--- src/design/nsfx_ram.sv ---
`timescale 1ns / 1ps
// Generic simple dual-port RAM: one write port, one read port, registered read.
// No dependencies.

module nsfx_ram #(
    parameter int WIDTH  = 8,
    parameter int DEPTH  = 8,
    parameter int ADDR_W = (DEPTH > 1) ? $clog2(DEPTH) : 1
) (
    input  logic              clk,
    input  logic              we,
    input  logic [ADDR_W-1:0] waddr,
    input  logic [WIDTH-1:0]  wdata,
    input  logic              re,
    input  logic [ADDR_W-1:0] raddr,
    output logic [WIDTH-1:0]  rdata
);

    logic [WIDTH-1:0] mem [DEPTH];
    logic [WIDTH-1:0] rdata_reg;

    always_ff @(posedge clk)
    begin
        if (we)
        begin
            mem[waddr] <= wdata;
        end
        if (re)
        begin
            rdata_reg <= mem[raddr];
        end
    end

    assign rdata = rdata_reg;

endmodule

--- config.mk ---
export PLATFORM = sky130hd
export DESIGN_NAME = nsfx_ram
export DESIGN_NICKNAME = d
export VERILOG_FILES = /design/src/design/nsfx_ram.sv
export SDC_FILE = /design/constraint.sdc
export NUM_CORES = 1
export LEC_CHECK = 0
export BUFFER_PORTS_ARGS = -buffer_cell sky130_fd_sc_hd__buf_2
export CAP_MARGIN = 30
export CORE_ASPECT_RATIO = 0.9
export CORE_MARGIN = 2
export CORE_UTILIZATION = 58
export DETAILED_ROUTE_END_ITERATION = 16
export PLACE_DENSITY = 0.76
export SLEW_MARGIN = 40
export SYNTH_ARGS = -nofsm -noshare
export SYNTH_HDL_FRONTEND = slang
export SYNTH_SLANG_ARGS = --single-unit
--- constraint.sdc ---
create_clock -name clk -period 2 [get_ports clk]
set_clock_uncertainty 0.2 [all_clocks]
set_input_delay 0.2 -clock clk [delete_from_list [all_inputs] [get_ports clk]]
set_output_delay 0.2 -clock clk [all_outputs]
set_load 0.05 [all_outputs]
---- Yosys cells after proc, flatten, opt, wreduce, memory -nomap -nowiden ----
Memory sizes are Yosys's and may differ from the RTL's. A register that Yosys moved wholly into a read port is not among the register bits.
Index checks and enable logic that the tools add are counted.
word-level totals
  flip-flop bits (word level) ............. 0
  bits in latches ......................... 0
  bits in writable memories ............... 64
  bits in read-only memories .............. 0
  input bits .............................. 17
  output and inout port bits .............. 8
  memories kept ........................... 1
memories
  memory  words  width  rd ports  clocked after memory_dff  wr ports  line  source
  mem     8      8      1         1                         1         19    logic [WIDTH-1:0] mem [DEPTH];
cells by class
  add/subtract/negate cells ............... 0
  multipliers ............................. 0
  divide/modulo/power cells ............... 0
  order comparisons ....................... 0
  eq/ne operators ......................... 0
  shift-type cells ........................ 0
  multiplexer cells ....................... 2
  bitwise operators ....................... 0
  reductions and logical operators ........ 0
operator list
  operator  count
  $mux W1   2

---- Depth between registers and ports, before layout ----
  depth in word-level cells ............... 2
  mapped depth ............................ 4

---- Least setup slack after synthesis ----
No wires, ideal clock.
  path kind ............................... input-to-reg
  start point ............................. in raddr[0]
  end point ............................... reg rdata_reg[1], in the netlist rdata[1], read port of mem (data pin)
  library setup time ...................... 0.260 ns
  data arrival time ....................... 1.223 ns
  data required time ...................... 1.540 ns
  path slack .............................. 0.317 ns
  stages on the path ...................... 4
  buffers on the path ..................... 2
  path through ............................ buf_6 -> buf_12 -> mux4_1 -> mux2_2
RTL lines
  what         line  source
  from (decl)  15    input logic [ADDR_W-1:0] raddr,
  to (decl)    20    logic [WIDTH-1:0] rdata_reg;

==> flow_metrics.env <==
export IMPL_yosysWarningCount=0
export IMPL_p_sw_uw=584
export IMPL_cts_sinks=72
export IMPL_rsz0062_at_grt="no"
export IMPL_cp_cell_sequence="mux4_1 > mux2_2"
export IMPL_wire_per_inst_microns=18.9
export IMPL_relSlewSlack_pct=76.6
export IMPL_num_antenna_cells=0
export IMPL_slew_violations=0
export IMPL_detail_route_first_pass_iterations=4
export IMPL_fmax_mhz=628
export IMPL_synth_fa_ha_area_share_pct=0
export IMPL_std_cell_rows=23
export IMPL_ys_seq_area_share_pct=78.0
export IMPL_cts_buffer_depth=2
export IMPL_drc=0
export IMPL_clkPwrFrac_pct=31.2
export IMPL_max_cap_violations=0
export IMPL_ctsResizeCount=0
export IMPL_cts_post_setup_buffers_inserted=0
export IMPL_track_usage_pct=17.6
export IMPL_initial_core_util_pct=61.3
export IMPL_yosys_cell_types_count=13
export IMPL_worst_path_max_fanout=1
export IMPL_fin_crit_ps=1590
export IMPL_syn_inst=114
export IMPL_power_frac_seq_pct=61.1
export IMPL_cp_slowest_cell="mux4_1"
export IMPL_htreeDepth=3
export IMPL_synth_simple_area_share_pct=2.12
export IMPL_combPwrFrac_pct=7.7
export IMPL_port_buffers=24
export IMPL_final_common_cell="edfxtp_1"
export IMPL_viasPerCell=5.65
export IMPL_grt_pass1_wl_microns=6620
export IMPL_syn_nets=131
export IMPL_synth_compound_area_share_pct=0
export IMPL_cts_inserted_buffers=9
export IMPL_finalSetupTns_ps=0
export IMPL_cp_buffers_inverters=0
export IMPL_largest_reg_flops=64
export IMPL_hold_end="rdata[0]"
export IMPL_most_common_layout_cells="edfxtp_1 (72), buf_2 (24), mux4_1 (15), clkbuf_8 (9)"
export IMPL_hold_viol=0
export IMPL_p_per_area_nw_per_um2=878
export IMPL_drtIter0Drc=61
export IMPL_worst_path_stages=2
export IMPL_tightest_slew_ps=350
export IMPL_cp_start_kind="flop"
export IMPL_grt_max_degree=17
export IMPL_netlist_area_sq_um=2770
export IMPL_grt_ovfl_total=0
export IMPL_drive_gt1_share_pct=30.9
export IMPL_cp_required_ps=1880
export IMPL_totalWireLength_microns=4290
export IMPL_n_fill_cell=277
export IMPL_path_clk_slew_ps=60
export IMPL_hold_class="primary input to flop"
export IMPL_io_pin_count=25
export IMPL_die_area_sq_um=5350
export IMPL_rr_startpoint="mem[1][7]"
export IMPL_synth_xor_xnor_area_share_pct=0
export IMPL_fin_crit_sh_pct=79.6
export IMPL_rr_endpoint="rdata[7]"
export IMPL_switching_share_pct=20.6
export IMPL_cpPeakStageDelay_ps=510
export IMPL_grt_pass1_vias=1321
export IMPL_clk_latency_ps=330
export IMPL_min_path_cells=1
export IMPL_intPower_mw=2.25
export IMPL_p_leak_nw=1.13
export IMPL_crit_family="multiplexers"
export IMPL_ff2ff_path_depth=2
export IMPL_cts_root_buffer="clkbuf_8"
export IMPL_r2r_slack_ps=410
export IMPL_hp_start="re"
export IMPL_area_growth_pct=16.6
export IMPL_setup_viol=0
export IMPL_antenna_left=0
export IMPL_cp_arrival_ps=1470
export IMPL_core_sq_um=4520
export IMPL_muxShareOfSynthArea_pct=18.3
export IMPL_place_congestion=0.671
export IMPL_peakVddDrop_uv=532
export IMPL_die_x_microns=76.9
export IMPL_num_vias=1282
export IMPL_postSynthAreaPerCell_sq_um=24.3
export IMPL_cp_end_kind="flop"
export IMPL_postLayoutCoreUtil_pct=71.5
export IMPL_antenna_found_initial=0
export IMPL_outcome="finished, final reports clean"
export IMPL_synth_seq_cells=72
export IMPL_nets=178
export IMPL_cts_tree="yes"
export IMPL_synth_top_family_by_area="multiplexers"
export IMPL_die_h_microns=69.6
export IMPL_path_class="flop to flop"
==> cells by family (layout without fill, tap and decap cells) <==
group                  after synthesis  after routing
flip-flops                          72             72
multiplexers                        24             24
AND/OR/NAND/NOR                     13             13
buffers and inverters                5             56
==> through the flow <==
step	setup slack [ps]	area [sq um]	total power, mW	instances	hold slack [ps]
floorplan	317	2770	1.90	114	98.9
global placement	242	3010	1.96	204	252
detailed placement	226	3010	1.98	204	270
CTS	402	3230	2.86	227	40.4
global route	358	3230	2.94	227	44.0
finish	409	3230	2.84	227	43.2
==> power groups by stage <==
stage,Sequential [mW],Clock [mW],Combinational (mW)
after global placement,1.76,0,0.201
after global routing,1.74,0.970,0.232
final,1.73,0.885,0.218
after detailed placement,1.77,0,0.208
after floorplan,1.81,0,0.0912
after CTS,1.73,0.906,0.221
==> repair_timing <==
item,CTS,global route
endpoints found under the setup margin,0,0
endpoints found under the hold margin,64,0
hold buffers,8,0
==> cells in the mapped netlist (all sizes together) <==
| library cell | instances | share of area [%] |
|---|---|---|
| nand2 | 2 | 0.27 |
| buf | 4 | 1.4 |
| mux2 | 8 | 3.3 |
| clkbuf | 1 | 0.14 |
| nor3 | 2 | 0.36 |
| nor2 | 6 | 0.81 |
| nand2b | 3 | 0.68 |
| mux4 | 16 | 15 |
| edfxtp | 72 | 78 |
==> per-layer routing <==
| metal | track usage, % | vias to the layer above | routed length (microns) |
|---|---|---|---|
| met2 | 29.9 | 32 | 2250 |
| met5 | 0 | - | 0 |
| met1 | 21.6 | 659 | 1810 |
| met3 | 4.82 | 7 | 185 |
| met4 | 6.67 | 0 | 47 |
| li1 | - | 584 | - |
==> layout make-up <==
| type | count | area (sq um) | area share [%] |
|---|---|---|---|
| repair buffers | 41 | 280 | 8.67 |
| well taps | 62 | 77.6 | 2.40 |
| multi-input cells | 37 | 566 | 17.5 |
| flip-flops and latches | 72 | 2160 | 66.9 |
| clock buffers | 13 | 139 | 4.30 |
| clock inverters | 2 | 7.51 | 0.232 |
==> worst max path at each step <==
stage	start	end	slack (ps)
global route	mem[4][7]	rdata[7]	360
floorplan	raddr[0]	rdata[1]	320
finish	mem[1][7]	rdata[7]	410
CTS	mem[1][7]	rdata[7]	400
global placement	raddr[0]	rdata[1]	240
detailed placement	raddr[0]	rdata[4]	230
Note: power is estimated with default switching activity, not from simulation.
