`src/design/nsfx_pkg.sv`:
```
`timescale 1ns / 1ps
// Shared types, register codes, reset values and arithmetic widths for the
// noise sfx voice mixer. No dependencies.

package nsfx_pkg;

    // Voice count default for the top-level parameter
    localparam int VOICE_COUNT_DEF = 8;

    // Configuration port
    localparam int CFG_IDX_W  = 3;
    localparam int CFG_DATA_W = 32;

    localparam logic [CFG_IDX_W-1:0] REG_LOWPASS_COEFF     = 3'd0;
    localparam logic [CFG_IDX_W-1:0] REG_EASE_RATE         = 3'd1;
    localparam logic [CFG_IDX_W-1:0] REG_GUN_DECAY         = 3'd2;
    localparam logic [CFG_IDX_W-1:0] REG_EXPLOSION_DECAY   = 3'd3;
    localparam logic [CFG_IDX_W-1:0] REG_GUN_VOLUME        = 3'd4;
    localparam logic [CFG_IDX_W-1:0] REG_EXPLOSION_VOLUME  = 3'd5;
    localparam logic [CFG_IDX_W-1:0] REG_SILENCE_THRESHOLD = 3'd6;
    localparam logic [CFG_IDX_W-1:0] REG_NOISE_SEED        = 3'd7;

    // Register widths
    localparam int GAIN_W  = 15;   // Q0.15 gains and coefficients
    localparam int DECAY_W = 24;   // Q0.24 multipliers and threshold

    // Register reset values
    localparam logic [GAIN_W-1:0]  LOWPASS_COEFF_RST     = 15'd3942;
    localparam logic [GAIN_W-1:0]  EASE_RATE_RST         = 15'd655;
    localparam logic [DECAY_W-1:0] GUN_DECAY_RST         = 24'd16758204;
    localparam logic [DECAY_W-1:0] EXPLOSION_DECAY_RST   = 24'd16774290;
    localparam logic [GAIN_W-1:0]  GUN_VOLUME_RST        = 15'd4915;
    localparam logic [GAIN_W-1:0]  EXPLOSION_VOLUME_RST  = 15'd8192;
    localparam logic [DECAY_W-1:0] SILENCE_THRESHOLD_RST = 24'd167772;

    // Noise generator
    localparam logic [31:0] NOISE_SEED_RST = 32'h0123_4567;
    localparam logic [31:0] LCG_MUL        = 32'd1664525;
    localparam logic [31:0] LCG_INC        = 32'd1013904223;

    // Burner level, Q1.15 with full scale included
    localparam int               LEVEL_W     = 17;
    localparam logic [LEVEL_W-1:0] BURNER_FULL = 17'd32768;

    // Voice amplitude, Q0.24 with 1.0 included
    localparam int             AMP_W    = 25;
    localparam int             AMP_FRAC = 24;
    localparam logic [AMP_W-1:0] AMP_ONE = 25'h100_0000;

    localparam logic KIND_GUN       = 1'b0;
    localparam logic KIND_EXPLOSION = 1'b1;

    // Shared multiplier and accumulator
    localparam int MUL_A_W = 32;
    localparam int MUL_B_W = 26;
    localparam int MUL_P_W = MUL_A_W + MUL_B_W;
    localparam int ACC_W   = 40;

    typedef struct packed {
        logic                kind;
        logic [AMP_W-1:0]    amp;
    } voice_word_t;

    typedef struct packed {
        logic signed [15:0]  music_sample;
        logic                burner_valid;
        logic [15:0]         burner_level;
        logic                fire_gun;
        logic                fire_explosion;
    } feed_t;

    typedef struct packed {
        logic signed [15:0]  mixed_sample;
        logic                clipped;
        logic [3:0]          busy_voices;
        logic                trigger_dropped;
    } result_t;

endpackage

```
`src/design/nsfx_mul.sv`:
```
`timescale 1ns / 1ps
// Shared signed multiplier with a registered product.
// Depends on nsfx_pkg for operand and product widths.

module nsfx_mul (
    input  logic                               clk,
    input  logic signed [nsfx_pkg::MUL_A_W-1:0] a,
    input  logic signed [nsfx_pkg::MUL_B_W-1:0] b,
    output logic signed [nsfx_pkg::MUL_P_W-1:0] p
);

    logic signed [nsfx_pkg::MUL_P_W-1:0] p_reg;

    always_ff @(posedge clk)
    begin
        p_reg <= nsfx_pkg::MUL_P_W'(a) * nsfx_pkg::MUL_P_W'(b);
    end

    assign p = p_reg;

endmodule

```
`config.mk`:
```
export PLATFORM = sky130hd
export DESIGN_NAME = nsfx_mul
export DESIGN_NICKNAME = d
export VERILOG_FILES = /design/src/design/nsfx_pkg.sv /design/src/design/nsfx_mul.sv
export SDC_FILE = /design/constraint.sdc
export NUM_CORES = 2
export LEC_CHECK = 0
export BUFFER_PORTS_ARGS = -buffer_cell sky130_fd_sc_hd__buf_4
export CORE_ASPECT_RATIO = 1.25
export CORE_UTILIZATION = 28
export CTS_CLUSTER_SIZE = 12
export DETAILED_ROUTE_END_ITERATION = 8
export PLACE_DENSITY = 0.46
export SYNTH_ARGS = -nofsm -noshare
export SYNTH_HDL_FRONTEND = slang
export SYNTH_SLANG_ARGS = --single-unit
```
`constraint.sdc`:
```
create_clock -name clk -period 9.8 [get_ports clk]
set_input_delay 0.49 -clock clk [delete_from_list [all_inputs] [get_ports clk]]
set_output_delay 0.49 -clock clk [all_outputs]
set_load 0.01 [all_outputs]
```
* Word-level counts from Yosys, hierarchy flattened
Cells that the tools add are included.
Operators by class: $mul 1
Operator list (number):
- 32-bit by 26-bit multiplier with 58-bit output | 1
Storage, ports and cells: input port bits 59, output and inout port bits 58, logic and storage cells 2, register bits after elaboration 58

* Longest topological paths before layout
depth after elaboration 1, depth in mapped cells 26, depth with buffers taken out 25

* Worst setup path after synthesis
OpenSTA, ideal clock, no wires.
kind input to register, start input b[2] (netlist name), end register p_reg (netlist bit p[50]), arrival 7.261 ns, stages on the path 23, library setup time 0.093 ns, buffers on the path 1, slack 2.446 ns, required time 9.707 ns, cells stage by stage clkbuf_1 nand2_1 inv_1 fa_1 fa_1 inv_1 fa_1 inv_1 fa_1 fa_1 fa_1 inv_1 fa_1 inv_1 ha_1 a21o_1 a221o_1 a21oi_1 and2b_2 or4b_1 or2_2 a311o_2 o311ai_2
Between the ends: cells in the longest elaborated chain, start to end 1
Ends and longest elaborated chain:
- start: declaration | line nsfx_mul.sv:8 | input logic signed [nsfx_pkg::MUL_B_W-1:0] b,
- 32-bit by 26-bit multiplier with 58-bit output | line nsfx_mul.sv:16 | p_reg <= nsfx_pkg::MUL_P_W'(a) * nsfx_pkg::MUL_P_W'(b);
- end signal: assignment | line nsfx_mul.sv:16
- end: declaration | line nsfx_mul.sv:12 | logic signed [nsfx_pkg::MUL_P_W-1:0] p_reg;
Every way passes these cells.

* Worst setup path in the final report
start input b[3] (netlist name), end register p_reg (netlist bit p[41])
Same word-level chain as after synthesis.

==> results.txt <==
Of all nets on the critical path, the largest fanout is 20. The fraction of the mapped netlist area in simple logic gates came out at 15.5%. The fraction of the mapped netlist area in adder cells came out at 62.8%.

The number of global-route vias before repair is 23800. The worst endpoint required time came out at 10.10 ns. Cells fill 30.5% of the core in the end. The mean cell area of the mapped netlist is 9.33 um^2. In the post-synthesis netlist, the biggest area contributors are fa_1 56%, inv_1 10%, and2_1 7.1%. Yosys mapped a number of flops with a built-in enable equal to 0. The starting density of the core came out at 28.3%. The routed wirelength normalized by instance count came out at 19.3 um. The post-route fraction of the period consumed by the critical path came out at 80.7%.

The port buffer count came out at 116. After clock tree synthesis, the repair step resized 0 gates. The number of setup violations in the final report is 0. The register clock-pin slew on the reported worst setup and hold paths is 0.06 ns. The synthesized area came out at 30400 um^2.

The largest net degree at the start of global routing came out at 33. The area added between synthesis and finish came out at 7.69%. For the final routed database, the setup TNS stands at 0 ns. The count of pins over their slew limit came out at 0.

The most used flip-flop cell after synthesis is dfxtp_1. After synthesis, the largest family of logic cells by area is adder cells. The run finished with clean final reports. The core outline area came out at 107000 um^2. The combined flip-flop and latch cell area came out at 1160 um^2.

The area of the multi-input gates is 25400 um^2. Measured against the total synthesized area, the mux share comes to 0%. When the netlist entered floorplanning its net count stood at 4326. The all-layer global routing usage is 17.5%. The flip-flop count of the largest register after layout is 58.

The vias per cell came out at 4.48. Setup repair after global routing left no endpoint under its margin. Before antenna repair, the detailed router went through 5 iterations. The async set-or-reset flop fraction in the synthesized netlist is 0%. The number of fillers in the final layout came out at 11400.

The post-route minimum period came out at 7.91 ns. The design area is 32700 um^2. The maximum frequency from static timing analysis is 0.126 GHz.

The aggregate global routing overflow came out at 0. The relative max-transition margin came out at 38.6%. The slew at the pin with the worst max-slew slack came out at 0.913 ns. The number of failing hold endpoints at the final stage is 0. The xor/xnor share of the synthesized area is 1.70%.

After synthesis, the largest area contributor takes up 56.3% of total cell area. The register area share after synthesis came out at 3.82%. Once placement finished, the instance area stood at 32400 um^2.

The most area-hungry cell type in the Yosys netlist is fa_1. The category of the critical setup timing path is in2reg. At the worst endpoint, the arrival time is 8.22 ns.

The die is 297 um wide. After the first detailed-routing iteration, the DRC count stood at 889. The initial antenna violation count is 3.

The worst setup path is launched from a primary input. The number of buffers on the longest clock path is 2. The clock tree from TritonCTS is done. The post-synthesis cell count is 3255. The final layout contains routed wiring with a total length of 90.0 mm. The via count of the routed design is 20900. The estimated wirelength of the detail-placed design is 73.7 mm.

The flip-flop and latch count after synthesis came out at 58. Synthesis instantiated 70 different standard cells from the library. The total number of clock tree sinks is 58. The count of buffers added by post-CTS timing repair for setup came out at 0.

The ratio of cells with drive above 1 in the final layout came out at 4.85%. The remaining number of nets flagged by the antenna check after routing is 0. The post-layout net count is 4308. The first global-routing pass estimated 141 mm of wire. Buffers inserted to repair hold after CTS numbered 0. The floorplan row count is 134. The area fraction in compound gates after synthesis is 3.77%. The Yosys warning count is 0. Counting the buffers created by CTS gives 9. For this design the top-level I/O count stands at 117. In this run the worst hold path is classified as in2reg. For this run, design rule violations remaining after detail routing come to 0. The H-tree was split into 3 levels. The die is 370 um tall. Max-cap violations in this run came to 0. STA classifies the critical path endpoint as a flip-flop. The root buffer cell chosen for the clock tree is clkbuf_16.

The die covers 110000 um^2. The global placer's final weighted congestion came out at 0.814.
## worst paths after layout
path	slack (ns)	startpoint	to	cells after the start
worst max-delay path	1.89	b[3]	p[41]$_DFF_P_	24
worst min-delay path	0.58	a[0]	p[0]$_DFF_P_	2
## layer usage
| layer | track usage, % | wire length [um] | part of all wire [%] |
|---|---|---|---|
| met1 | 19.8 | 33900 | 38 |
| met2 | 33.4 | 50400 | 56 |
| met3 | 1.60 | 2500 | 2.8 |
| met4 | 6.55 | 3170 | 3.5 |
| met5 | 0 | 13 | 0.014 |
## cells in the final DEF (no fill, tap or decap), types with 41 or more instances in the layout
cell type	netlist	final
fa_1	854	854
inv_1	824	824
nand2_1	498	498
and2_1	346	346
ha_1	158	158
buf_4	3	127
a21oi_1	62	62
dfxtp_1	58	58
nor2_1	51	51
xnor2_1	41	41
## cell usage after synthesis (2+ instances only)
cell and n:
nand3_1 14, a211oi_1 9, o211ai_1 3, o21bai_1 12, or2_2 2, o21a_1 4, nor4_1 2, o21ai_0 33
ha_1 158, o31ai_1 6, nor2b_1 5, buf_6 2, o2111ai_1 2, buf_1 2, nand4_1 7, o311ai_0 3
a211o_1 2, xor2_1 18, inv_1 824, xnor2_1 41, a31oi_1 3, a21oi_1 62, and3_1 6, fa_1 854
and4_1 2, or3_1 6, clkbuf_2 2, nor3_1 8, and2_1 346, a221oi_1 2, nand2_1 498, and2b_2 2
a21o_1 15, buf_4 3, clkbuf_1 143, dfxtp_1 58, a21o_2 2, nand2b_1 12, nor2_1 51
## logic make-up after synthesis
| logic type | count (synthesis) |
|---|---|
| flip-flops | 58 |
| AO/OA/AOI/OAI | 174 |
| AND/OR/NAND/NOR | 971 |
| adder cells (fa/ha/maj) | 1012 |
| buffers and inverters | 981 |
| XOR/XNOR | 59 |
## through the flow
stage	cells	setup WS [ns]	hold slack [ns]
final	4668	1.89	0.578
after global placement	4654	1.43	0.883
after CTS	4667	1.89	0.546
after detailed placement	4654	1.44	0.885
after global routing	4668	1.52	0.578
after floorplan	3255	2.45	0.612
## critical path: stages
cell     delay [ns]
buf_4          0.33
buf_4          0.29
nand2_1        0.10
fa_1           0.53
inv_1          0.06
fa_1           0.54
inv_1          0.07
fa_1           0.53
inv_1          0.04
ha_1           0.19
fa_1           0.46
fa_1           0.55
inv_1          0.05
fa_1           0.48
inv_1          0.04
ha_1           0.61
nand4_1        0.14
a211o_1        0.32
nand3_1        0.59
a21oi_1        0.26
o21ai_0        0.57
a31oi_1        0.40
o31ai_1        0.35
xnor2_1        0.21
## area by class of cell
cell class	count	area share, %
inverter	825	9.47
timing repair buffer	127	2.92
multi-input combinational	2216	77.8
tap	1428	5.46
sequential	58	3.55
antenna	1	0.00765
clock buffer	13	0.796
Power is not shown: default switching activity piles up to over one toggle a cycle in this logic, so the estimate is an artifact.
