## config.mk

```make
export PLATFORM = sky130hd
export DESIGN_NAME = nsfx_lcg
export DESIGN_NICKNAME = d
export VERILOG_FILES = /design/src/design/nsfx_pkg.sv /design/src/design/nsfx_lcg.sv
export SDC_FILE = /design/constraint.sdc
export NUM_CORES = 1
export LEC_CHECK = 0
export BUFFER_PORTS_ARGS = -buffer_cell sky130_fd_sc_hd__buf_2
export CAP_MARGIN = 10
export CORE_MARGIN = 2
export CORE_UTILIZATION = 55
export DETAILED_ROUTE_END_ITERATION = 16
export PLACE_DENSITY_LB_ADDON = 0.15
export RECOVER_POWER = 25
export SYNTH_ARGS = -nofsm -noshare
export SYNTH_HDL_FRONTEND = slang
export SYNTH_SLANG_ARGS = --single-unit
```

## constraint.sdc

```tcl
create_clock -name clk -period 8.11 [get_ports clk]
set_clock_uncertainty 0.2 [all_clocks]
set_input_delay 0.811 -clock clk [delete_from_list [all_inputs] [get_ports clk]]
set_output_delay 0.811 -clock clk [all_outputs]
set_load 0.01 [all_outputs]
```

## src/design/nsfx_pkg.sv

```systemverilog
`timescale 1ns / 1ps
// Shared types, register codes, reset values and arithmetic widths for the
// noise sfx voice mixer. No dependencies.

package nsfx_pkg;

    // Voice count default for the top-level parameter
    localparam int VOICE_COUNT_DEF = 8;

    // Configuration port
    localparam int CFG_IDX_W  = 3;
    localparam int CFG_DATA_W = 32;

    localparam logic [CFG_IDX_W-1:0] REG_LOWPASS_COEFF     = 3'd0;
    localparam logic [CFG_IDX_W-1:0] REG_EASE_RATE         = 3'd1;
    localparam logic [CFG_IDX_W-1:0] REG_GUN_DECAY         = 3'd2;
    localparam logic [CFG_IDX_W-1:0] REG_EXPLOSION_DECAY   = 3'd3;
    localparam logic [CFG_IDX_W-1:0] REG_GUN_VOLUME        = 3'd4;
    localparam logic [CFG_IDX_W-1:0] REG_EXPLOSION_VOLUME  = 3'd5;
    localparam logic [CFG_IDX_W-1:0] REG_SILENCE_THRESHOLD = 3'd6;
    localparam logic [CFG_IDX_W-1:0] REG_NOISE_SEED        = 3'd7;

    // Register widths
    localparam int GAIN_W  = 15;   // Q0.15 gains and coefficients
    localparam int DECAY_W = 24;   // Q0.24 multipliers and threshold

    // Register reset values
    localparam logic [GAIN_W-1:0]  LOWPASS_COEFF_RST     = 15'd3942;
    localparam logic [GAIN_W-1:0]  EASE_RATE_RST         = 15'd655;
    localparam logic [DECAY_W-1:0] GUN_DECAY_RST         = 24'd16758204;
    localparam logic [DECAY_W-1:0] EXPLOSION_DECAY_RST   = 24'd16774290;
    localparam logic [GAIN_W-1:0]  GUN_VOLUME_RST        = 15'd4915;
    localparam logic [GAIN_W-1:0]  EXPLOSION_VOLUME_RST  = 15'd8192;
    localparam logic [DECAY_W-1:0] SILENCE_THRESHOLD_RST = 24'd167772;

    // Noise generator
    localparam logic [31:0] NOISE_SEED_RST = 32'h0123_4567;
    localparam logic [31:0] LCG_MUL        = 32'd1664525;
    localparam logic [31:0] LCG_INC        = 32'd1013904223;

    // Burner level, Q1.15 with full scale included
    localparam int               LEVEL_W     = 17;
    localparam logic [LEVEL_W-1:0] BURNER_FULL = 17'd32768;

    // Voice amplitude, Q0.24 with 1.0 included
    localparam int             AMP_W    = 25;
    localparam int             AMP_FRAC = 24;
    localparam logic [AMP_W-1:0] AMP_ONE = 25'h100_0000;

    localparam logic KIND_GUN       = 1'b0;
    localparam logic KIND_EXPLOSION = 1'b1;

    // Shared multiplier and accumulator
    localparam int MUL_A_W = 32;
    localparam int MUL_B_W = 26;
    localparam int MUL_P_W = MUL_A_W + MUL_B_W;
    localparam int ACC_W   = 40;

    typedef struct packed {
        logic                kind;
        logic [AMP_W-1:0]    amp;
    } voice_word_t;

    typedef struct packed {
        logic signed [15:0]  music_sample;
        logic                burner_valid;
        logic [15:0]         burner_level;
        logic                fire_gun;
        logic                fire_explosion;
    } feed_t;

    typedef struct packed {
        logic signed [15:0]  mixed_sample;
        logic                clipped;
        logic [3:0]          busy_voices;
        logic                trigger_dropped;
    } result_t;

endpackage

```

## src/design/nsfx_lcg.sv

```systemverilog
`timescale 1ns / 1ps
// 32-bit linear congruential noise generator with seed load.
// Depends on nsfx_pkg for the LCG constants and reset seed.

module nsfx_lcg (
    input  logic        clk,
    input  logic        rst_n,
    input  logic        step,
    input  logic        load,
    input  logic [31:0] seed,
    output logic [31:0] state
);

    logic [31:0] state_reg;
    logic [31:0] state_next;

    always_comb
    begin
        state_next = state_reg;
        if (load)
        begin
            state_next = seed;
        end
        else if (step)
        begin
            state_next = 32'(state_reg * nsfx_pkg::LCG_MUL + nsfx_pkg::LCG_INC);
        end
    end

    always_ff @(posedge clk or negedge rst_n)
    begin
        if (!rst_n)
        begin
            state_reg <= nsfx_pkg::NOISE_SEED_RST;
        end
        else
        begin
            state_reg <= state_next;
        end
    end

    assign state = state_reg;

endmodule

```

== Yosys cells after proc, flatten, opt, wreduce, memory -nomap -nowiden ==
Index checks and enable logic that the tools add are counted.
Storage, ports and cells
  logic and storage cells: 6
  output and inout port bits: 32
  register bits after elaboration: 32
  bits of input ports: 36
Operators by class
  muxes and demuxes: 2
  reduce and logical (&&, ||, !) cells: 1
  $mul: 1
  $add $sub $neg: 1
Operators with widths (count)
  32-bit 2-to-1 mux: 2
  32-bit by 30-bit adder with 32-bit output (second input constant): 1
  32-bit by 21-bit multiplier with 32-bit output (second input constant): 1
  2-bit nonzero test: 1

== Logic depth before layout (Yosys ltp) ==
Gate-level depths: netlist of run 1.
  depth after elaboration: 4
  gate-level depth with buffers: 25

== Worst setup path before layout of run 1 ==
OpenSTA, ideal clock, no wires.
  path type: flip-flop to flip-flop
  start: reg state_reg[6], in the netlist state[6]
  end: reg state_reg[30], in the netlist state[30]
  buffers on the path: 1
  clock period less this slack: 5.940 ns
  stages on the path, launching flop included: 23
  arrival: 5.613 ns
  data required time: 7.783 ns
  library setup time: 0.127 ns
  slack: 2.170 ns
  cell sequence: dfstp_2 ha_1 ha_1 inv_1 fa_1 inv_1 fa_1 fa_1 fa_1 inv_1 fa_1 inv_1 ha_1 clkbuf_1 a21o_1 a21o_1 a211oi_1 o21bai_1 a221oi_2 o21ai_2 a221oi_2 xor2_1 o21ai_1
Between the ends
  longest elaborated chain between the ends: 4
Ends and longest elaborated chain
  start: declaration: RTL line nsfx_lcg.sv:14  | logic [31:0] state_reg;
  start signal: assignment: RTL line nsfx_lcg.sv:34  | state_reg <= nsfx_pkg::NOISE_SEED_RST;
  start signal: assignment: RTL line nsfx_lcg.sv:38  | state_reg <= state_next;
  32-bit by 21-bit multiplier with 32-bit output: RTL line nsfx_lcg.sv:26  | state_next = 32'(state_reg * nsfx_pkg::LCG_MUL + nsfx_pkg::LCG_INC);
  32-bit by 30-bit adder with 32-bit output: RTL line nsfx_lcg.sv:26
  32-bit 2-to-1 mux: RTL line nsfx_lcg.sv:24  | else if (step)
  32-bit 2-to-1 mux: RTL line nsfx_lcg.sv:20  | if (load)
No other way between the ends. The select of a mux whose other input is x is not followed.
A chain may end at the register's enable or synchronous reset.

== Final worst setup path of run 1 ==
  start: reg state_reg[1], in the netlist state[1]
  end: reg state_reg[27], in the netlist state[27]
Same word-level chain as after synthesis.

==> results of run 1 <==
## cell type report
cell class | count | area, um^2
clock buffer | 5 | 125
clock inverter | 3 | 23.8
fill | 1391 | 5970
inverter | 262 | 983
multi-input combinational | 581 | 6600
sequential | 32 | 816
tap | 188 | 235
timing repair buffer | 67 | 334
## per-layer routing
| layer | wire length, um | share of wire, % |
|---|---|---|
| met1 | 10200 | 51 |
| met2 | 8380 | 42 |
| met3 | 1150 | 5.7 |
| met4 | 382 | 1.9 |
| met5 | 0 | 0 |
## metrics by stage
stage / utilization, % / setup slack (ps) / instances
after CTS: 60.4 / 1580 / 1138
after global routing: 60.4 / 1300 / 1138
final: 60.4 / 1610 / 1138
after detailed placement: 59.4 / 1620 / 1130
after floorplan: - / 2170 / 887
after global placement: 59.4 / 1650 / 1130
## worst paths after layout
kind	from	endpoint	cells after the start
worst max-delay path	state[1]	state[27]	19
worst min register to register	state[30]	state[30]	2
min in group asynchronous	rst_n	state[3]	1
worst min-delay path	state[30]	state[30]	2
worst max register to register	state[1]	state[27]	19
max in group asynchronous	rst_n	state[25]	1
## kinds of logic (layout without fill, tap and decap cells)
family | after synthesis | in the layout
and+or+nand+nor | 93 | 93
xor gates and xnor gates | 50 | 50
adders and majority gates | 297 | 297
buffers and inverters | 274 | 337
DFF | 32 | 32
muxes | 16 | 16
AOI/OAI and AO/OA | 125 | 125
## layout by cell type, fill, tap and decap left out, types with 2 or more instances in the layout
master,count
inv_1,262
ha_1,160
fa_1,137
buf_2,66
nand2_1,44
xnor2_1,36
a21oi_1,36
o21ai_0,27
dfrtp_1,20
nor2_1,16
mux2i_1,16
xor2_1,14
o21ai_1,14
dfstp_2,12
a21o_1,10
nor2b_1,5
a211oi_1,5
nand3_1,5
clkbuf_16,5
nor3_1,4
o21bai_1,4
or2_2,3
nand4_1,3
nand2b_1,3
or3_1,3
o31ai_1,2
nor4_1,2
a211oi_2,2
a211o_1,2
o21ai_2,2
a221oi_2,2
a22oi_1,2
a21oi_2,2
a31oi_1,2
clkinvlp_4,2
## critical path, stage by stage, from the launching register on
cell and delay, ps:
dfstp_2 710, inv_1 180, ha_1 370, xor2_1 370
xor2_1 250, fa_1 460, inv_1 80, fa_1 420
fa_1 500, fa_1 430, fa_1 490, ha_1 420
nand3_1 160, or3_1 330, a21o_1 200, a21oi_2 230
o31ai_1 140, xnor2_1 160, mux2i_1 150, o21ai_1 80
==> impl_metrics.json, run 1 <==
{
  "status": "finished, violations left",
  "failed_checks": "max-capacitance violations, max-slew violations",
  "synthDistinctLibCells": 54,
  "ys.flop_type": "dfrtp_1",
  "critPathArrivalTime_ps": 6440,
  "setup_violations": 0,
  "place_area_mm2": 0.00897,
  "grtUsageMet3_pct": 3.96,
  "clk_pin_slew_ps": 60,
  "synth_edf_count": 0,
  "wirelength_mm": 20.1,
  "start_kind": "flop",
  "initial_utilization_pct": 56.1,
  "tritoncts": "yes",
  "period_minus_slack_ps": 6500,
  "cts_root_buf": "clkbuf_16",
  "slew_violations": 33,
  "grtUsageMet2_pct": 37.5,
  "largest_reg_flops": 32,
  "area_delta_synth_final_pct": 7.73,
  "drt_iter0_drc": 368,
  "cts_buffers": 5,
  "die_h_um": 128,
  "critPathKind": "reg2reg",
  "synth-simple-area-share_pct": 5.19,
  "netlist.area_leader.share_pct": 32.4,
  "drc": 0,
  "yosys-top-cells-count": "inv_1 (262), ha_1 (160), fa_1 (137), nand2_1 (44)",
  "synth_async_sr_flop_share_pct": 100,
  "cts_resized": 0,
  "drive_above_1_share_pct": 11.1,
  "coreArea_mm2": 0.0151,
  "ff2ff_setup_slack_ps": 1610,
  "cp.required_ps": 8040,
  "finalCritPeriodShare_pct": 80.2,
  "cts.repair_timing.setup_buffer_count": 0,
  "synthMuxAreaShare_pct": 1.89,
  "grt_usage_pct": 26.7,
  "gp_congestion": 0.901,
  "seq_area_frac_synth_pct": 9.64,
  "final_hold_viol_count": 0,
  "synth_area_per_cell_um2": 9.54,
  "fmax_mhz": 154,
  "ant_nets": 0,
  "vias": 5957,
  "final_cell_area_mm2": 0.00911,
  "io_buffers": 67,
  "worst_setup_path_end_kind": "flop",
  "clock-sinks": 32,
  "syn-num-nets": 1220,
  "cts_max_path_buffers": 2,
  "drt_first_pass_iters": 5,
  "wire_per_inst_um": 17.7,
  "syn_area_mm2": 0.00846,
  "hold_slack_ps": 385,
  "path_max_fanout": 12,
  "synth_most_common_cell": "inv_1",
  "num_antenna_cells": 0,
  "grt_pass1_vias": 6142,
  "die_x_um": 128,
  "antenna_found_initial": 0,
  "yosysWarnings": 0,
  "final_nets": 1282,
  "worst_pin_slew_ps": 1840,
  "met1_usage_pct": 43.3,
  "rsz0062_at_grt": "no",
  "hold_buffers": 0,
  "grt-ovfl-total": 0,
  "synth_top_family_by_area": "adder cells",
  "relSlewSlack_pct": -22.6,
  "fin_setup_tns_ps": 0,
  "rows": 45,
  "synth_compound_area_share_pct": 9.64,
  "ys_top_cells_by_area": "fa_1 (32%), ha_1 (24%), inv_1 (12%)",
  "hp-class": "reg2reg",
  "max_cap_violations": 1,
  "grt_first_pass_wirelength_mm": 33.1,
  "via_per_inst": 5.23,
  "io_pins": 68,
  "htreeDepth": 2,
  "ys_ff_latch": 32,
  "grt_busiest_layer": "met1",
  "fp.dieArea_mm2": 0.0164,
  "dp_hpwl_mm": 17.9,
  "synthCells": 887,
  "grt_max_degree": 65,
  "synth_xor_area_share_pct": 5.18,
  "synth_top_cell_by_area": "fa_1",
  "clock_latency_ps": 290,
  "synthAdderAreaFrac_pct": 56.1
}
Power of run 1 is left out: the tool's default activity adds up to more than one toggle a clock period on the data nets, which glitch-free logic cannot reach.
==> run 2: changes to the inputs <==
Clock period 8.11 ns to 5.64 ns, I/O delays scaled along.
==> impl_metrics.json, run 2 (same netlist as run 1, synthesis figures left out) <==
{
  "place_ws_ps": -290,
  "worst_setup_path_end_kind": "flop",
  "wire_per_inst_um": 17.7,
  "fin_setup_tns_ps": -1280,
  "final_hold_viol_count": 0,
  "critPathMaxStageDelay_ps": 550,
  "start_kind": "flop",
  "io_pins": 68,
  "ant_nets": 0,
  "hold_buffers": 0,
  "slowest_stage": "dfstp_2",
  "cts_root_buf": "clkbuf_16",
  "clock-sinks": 32,
  "vias": 6499,
  "num_antenna_cells": 0,
  "worstReg2RegEnd": "state[27]",
  "drt_first_pass_iters": 7,
  "fp.dieArea_mm2": 0.0164,
  "die_h_um": 128,
  "coreArea_mm2": 0.0151,
  "critPathArrivalTime_ps": 5810,
  "hp-class": "in2reg",
  "wirelength_mm": 22.2,
  "finalCritPeriodShare_pct": 104,
  "initial_utilization_pct": 56.1,
  "cp.required_ps": 5570,
  "tritoncts": "yes",
  "r2r-start": "state[6]",
  "setup_slack_ps": -232,
  "grt_pass1_vias": 6798,
  "final_nets": 1395,
  "rsz0062_at_grt": "yes",
  "path_delay_family": "adder cells",
  "hold_slack_ps": 277,
  "grt_usage_pct": 28.7,
  "critPathKind": "reg2reg",
  "max_cap_violations": 1,
  "slew_violations": 33,
  "status": "finished, violations left",
  "crit_chain": "buf_4 -> inv_2 -> ha_4 -> ha_4 -> inv_1 -> fa_1 -> inv_1 -> fa_1 -> fa_1 -> fa_1 -> fa_1 -> ha_4 -> nand3_2 -> or3_1 -> a21o_1 -> a21oi_4 -> o31ai_2 -> buf_4 -> xnor2_1 -> mux2i_1 -> o21ai_1",
  "htreeDepth": 2,
  "cts_buffers": 5,
  "period_minus_slack_ps": 5870,
  "path_max_fanout": 4,
  "ff2ff_setup_slack_ps": -230,
  "mostFrequentLayoutCells": "inv_1 (247), ha_1 (131), fa_1 (128)",
  "clk_pin_slew_ps": 60,
  "dp_hpwl_mm": 19.2,
  "drive_above_1_share_pct": 27.7,
  "setup_violations": 8,
  "rows": 45,
  "final_common_cell": "inv_1",
  "fmax_mhz": 170,
  "worst-path-stages": 21,
  "failed_checks": "max-capacitance violations, max-slew violations, negative setup slack",
  "area_delta_synth_final_pct": 23.9,
  "die_x_um": 128,
  "grt-ovfl-total": 0,
  "io_buffers": 67,
  "cp_common_cell": "fa_1",
  "via_per_inst": 5.20,
  "crit_buf_inv": 5,
  "worstSetupStartpoint": "state[6]",
  "n_fill_cell": 1197,
  "instances_no_fill": 1251,
  "grt_first_pass_wirelength_mm": 35.7,
  "drc": 0,
  "antenna_found_initial": 0,
  "relSlewSlack_pct": -25.1,
  "cts_max_path_buffers": 2,
  "largest_reg_flops": 32,
  "drt_iter0_drc": 310,
  "cp-endpoint": "state[27]",
  "gp_congestion": 0.919,
  "clock_latency_ps": 290,
  "worst_r2r_path_depth": 21,
  "grt_max_degree": 65,
  "placed_cells": 1229,
  "worst_pin_slew_ps": 1880
}
==> run 2: timing repair <==
item                                    in CTS  in global routing
endpoints found under the setup margin      10                 16
pin swaps                                   33                 22
gates resized for setup                     49                 24
setup buffers                               14                  3
==> run 2: final cells by class <==
class                           count  area [um^2]  share of cell area (%)
Multi-Input combinational cell    581         7060                    67.4
Tap cell                          188          235                    2.24
Sequential cell                    32          818                    7.81
Inverter                          262          988                    9.43
Clock inverter                      3         42.5                   0.406
Clock buffer                        5          125                    1.19
Timing Repair Buffer              180         1210                    11.5
==> run 2: per-layer routing <==
metal	share of wire, %	routed length, um	global-route usage (%)
met5	0	0	0
met4	0.61	135	3.62
met3	7.3	1610	5.34
met2	43	9650	42.7
met1	49	10800	45.0
==> run 2: metrics by stage <==
step                util, %  area, um^2
floorplan                 -        8590
global placement       65.1        9830
detailed placement     65.1        9830
CTS                    68.7       10400
global route           69.5       10500
finish                 69.5       10500
==> run 2: worst min path at each step <==
stage	startpoint	end	slack (ps)	cells after the start
after global routing	seed[14]	state[14]	290	3
after floorplan	rst_n	state[11]	70	0
after detailed placement	state[30]	state[30]	380	2
final	seed[16]	state[16]	280	3
after global placement	state[30]	state[30]	370	2
after CTS	rst_n	state[9]	170	1
==> run 2: worst reg2reg max path, cell delays in order (launching register included) <==
cell	delay [ps]
dfstp_2	550
buf_4	110
inv_2	40
ha_4	260
ha_4	250
inv_1	40
fa_1	540
inv_1	60
fa_1	530
fa_1	440
fa_1	520
fa_1	470
ha_4	310
nand3_2	70
or3_1	360
a21o_1	210
a21oi_4	210
o31ai_2	80
buf_4	140
xnor2_1	120
mux2i_1	140
o21ai_1	70
Power of run 2 is left out for the same reason.
==> run 3: changes to the inputs <==
Settings changed: CORE_UTILIZATION 55 to 40.
==> impl_metrics.json, run 3 (same netlist as run 1, synthesis figures left out) <==
{
  "status": "finished, violations left",
  "failed_checks": "max-capacitance violations, max-slew violations, negative setup slack",
  "cp.required_ps": 5640,
  "grt_pass1_vias": 6850,
  "cts_max_path_buffers": 2,
  "worst_r2r_path_depth": 19,
  "min_from": "seed[16]",
  "finalCritPeriodShare_pct": 104,
  "r2r-start": "state[10]",
  "drc": 0,
  "final_cell_area_mm2": 0.0106,
  "final_common_cell": "inv_1",
  "grt-ovfl-total": 0,
  "grt_max_degree": 65,
  "fmax_mhz": 171,
  "rsz0062_at_grt": "yes",
  "antenna_found_initial": 0,
  "initial_utilization_pct": 40.5,
  "start_kind": "flop",
  "dp_hpwl_mm": 20.7,
  "htreeDepth": 2,
  "cts_buffers": 5,
  "drive_above_1_share_pct": 27.3,
  "hold_slack_ps": 276,
  "clock-sinks": 32,
  "drt_first_pass_iters": 5,
  "area_delta_synth_final_pct": 25.1,
  "ant_nets": 0,
  "io_buffers": 67,
  "critPathArrivalTime_ps": 5860,
  "worst_pin_slew_ps": 1880,
  "via_per_inst": 4.71,
  "die_x_um": 149,
  "wirelength_mm": 23.1,
  "clock_latency_ps": 280,
  "num_antenna_cells": 0,
  "place_area_mm2": 0.0101,
  "setup_violations": 7,
  "fp.dieArea_mm2": 0.0223,
  "whs_path_depth": 3,
  "slew_violations": 33,
  "gp_congestion": 0.901,
  "final_nets": 1408,
  "critPathKind": "reg2reg",
  "worstSetupStartpoint": "state[10]",
  "relSlewSlack_pct": -25.1,
  "clk_pin_slew_ps": 60,
  "cts_root_buf": "clkbuf_16",
  "grt_usage_pct": 22.2,
  "path_max_fanout": 4,
  "tritoncts": "yes",
  "vias": 6367,
  "period_minus_slack_ps": 5860,
  "hp-class": "in2reg",
  "fin_util_pct": 50.7,
  "n_fill_cell": 2007,
  "grt_first_pass_wirelength_mm": 37.5,
  "wire_per_inst_um": 17.1,
  "largest_reg_flops": 32,
  "final_hold_viol_count": 0,
  "hold_buffers": 0,
  "die_h_um": 149,
  "instances_no_fill": 1351,
  "io_pins": 68,
  "setup_slack_ps": -217,
  "placed_cells": 1338,
  "worst_setup_path_end_kind": "flop",
  "coreArea_mm2": 0.0209,
  "rows": 53,
  "mostFrequentLayoutCells": "inv_1 (248), ha_1 (136), fa_1 (134)",
  "drt_iter0_drc": 233,
  "max_cap_violations": 1
}
run 3: cell types whose count changed in the layout (fill, tap and decap cells not counted), moves of 2 or more:
cell	before	now
a211oi_2	5	3
ha_4	26	23
a211oi_1	2	4
fa_2	9	3
fa_1	128	134
buf_4	106	124
buf_6	7	2
ha_1	131	136
ha_2	3	1
run 3: final cells by class:
cell class                      instances  area [um^2]  share of cell area [%]
Clock buffer                            5          125                    1.18
Inverter                              262          986                    9.32
Timing Repair Buffer                  193         1290                    12.2
Tap cell                              275          344                    3.25
Sequential cell                        32          818                    7.73
Clock inverter                          3         23.8                   0.225
Multi-Input combinational cell        581         7000                    66.1
run 3: metal layers:
| layer | vias up | part of all wire, % | global-route usage, % | wire length [um] |
|---|---|---|---|---|
| li1 | 3128 | - | - | - |
| met1 | 3116 | 53 | 35.4 | 12100 |
| met2 | 112 | 43 | 33.0 | 9910 |
| met3 | 11 | 3.8 | 2.62 | 878 |
| met4 | 0 | 0.68 | 2.81 | 157 |
| met5 | - | 0 | 0 | 0 |
run 3: per-stage QoR:
step	setup TNS [ps]	setup slack, ps
after floorplan	-483	-162
after global placement	-1680	-260
after detailed placement	-1630	-269
after CTS	-1240	-258
after global routing	-2560	-418
final	-1120	-217
run 3: final timing paths:
| kind | to | slack [ps] |
|---|---|---|
| worst min register to register | state[30] | 400 |
| worst min-delay path | state[16] | 280 |
| max in group asynchronous | state[4] | 3430 |
| worst max-delay path | state[31] | -220 |
| worst max register to register | state[31] | -220 |
| min in group asynchronous | state[27] | 580 |
run 3: worst max-delay path, cell delays in order, from the launching register on:
cell and delay [ps]:
dfstp_2 610, inv_2 80, ha_4 270, inv_2 40, fa_1 470, inv_1 50
fa_1 470, inv_1 60, fa_1 470, inv_1 50, fa_1 470, inv_1 50
fa_2 570, fa_1 480, ha_4 280, and2_4 160, a221o_1 310, a21o_1 180
or3_1 350, a32oi_1 170
run 3: what timing repair did:
action	CTS	global route
buffers inserted	1	5
pin swaps	5	24
resized for setup	15	36
endpoints found under the setup margin	10	14
Power of run 3 is left out for the same reason.
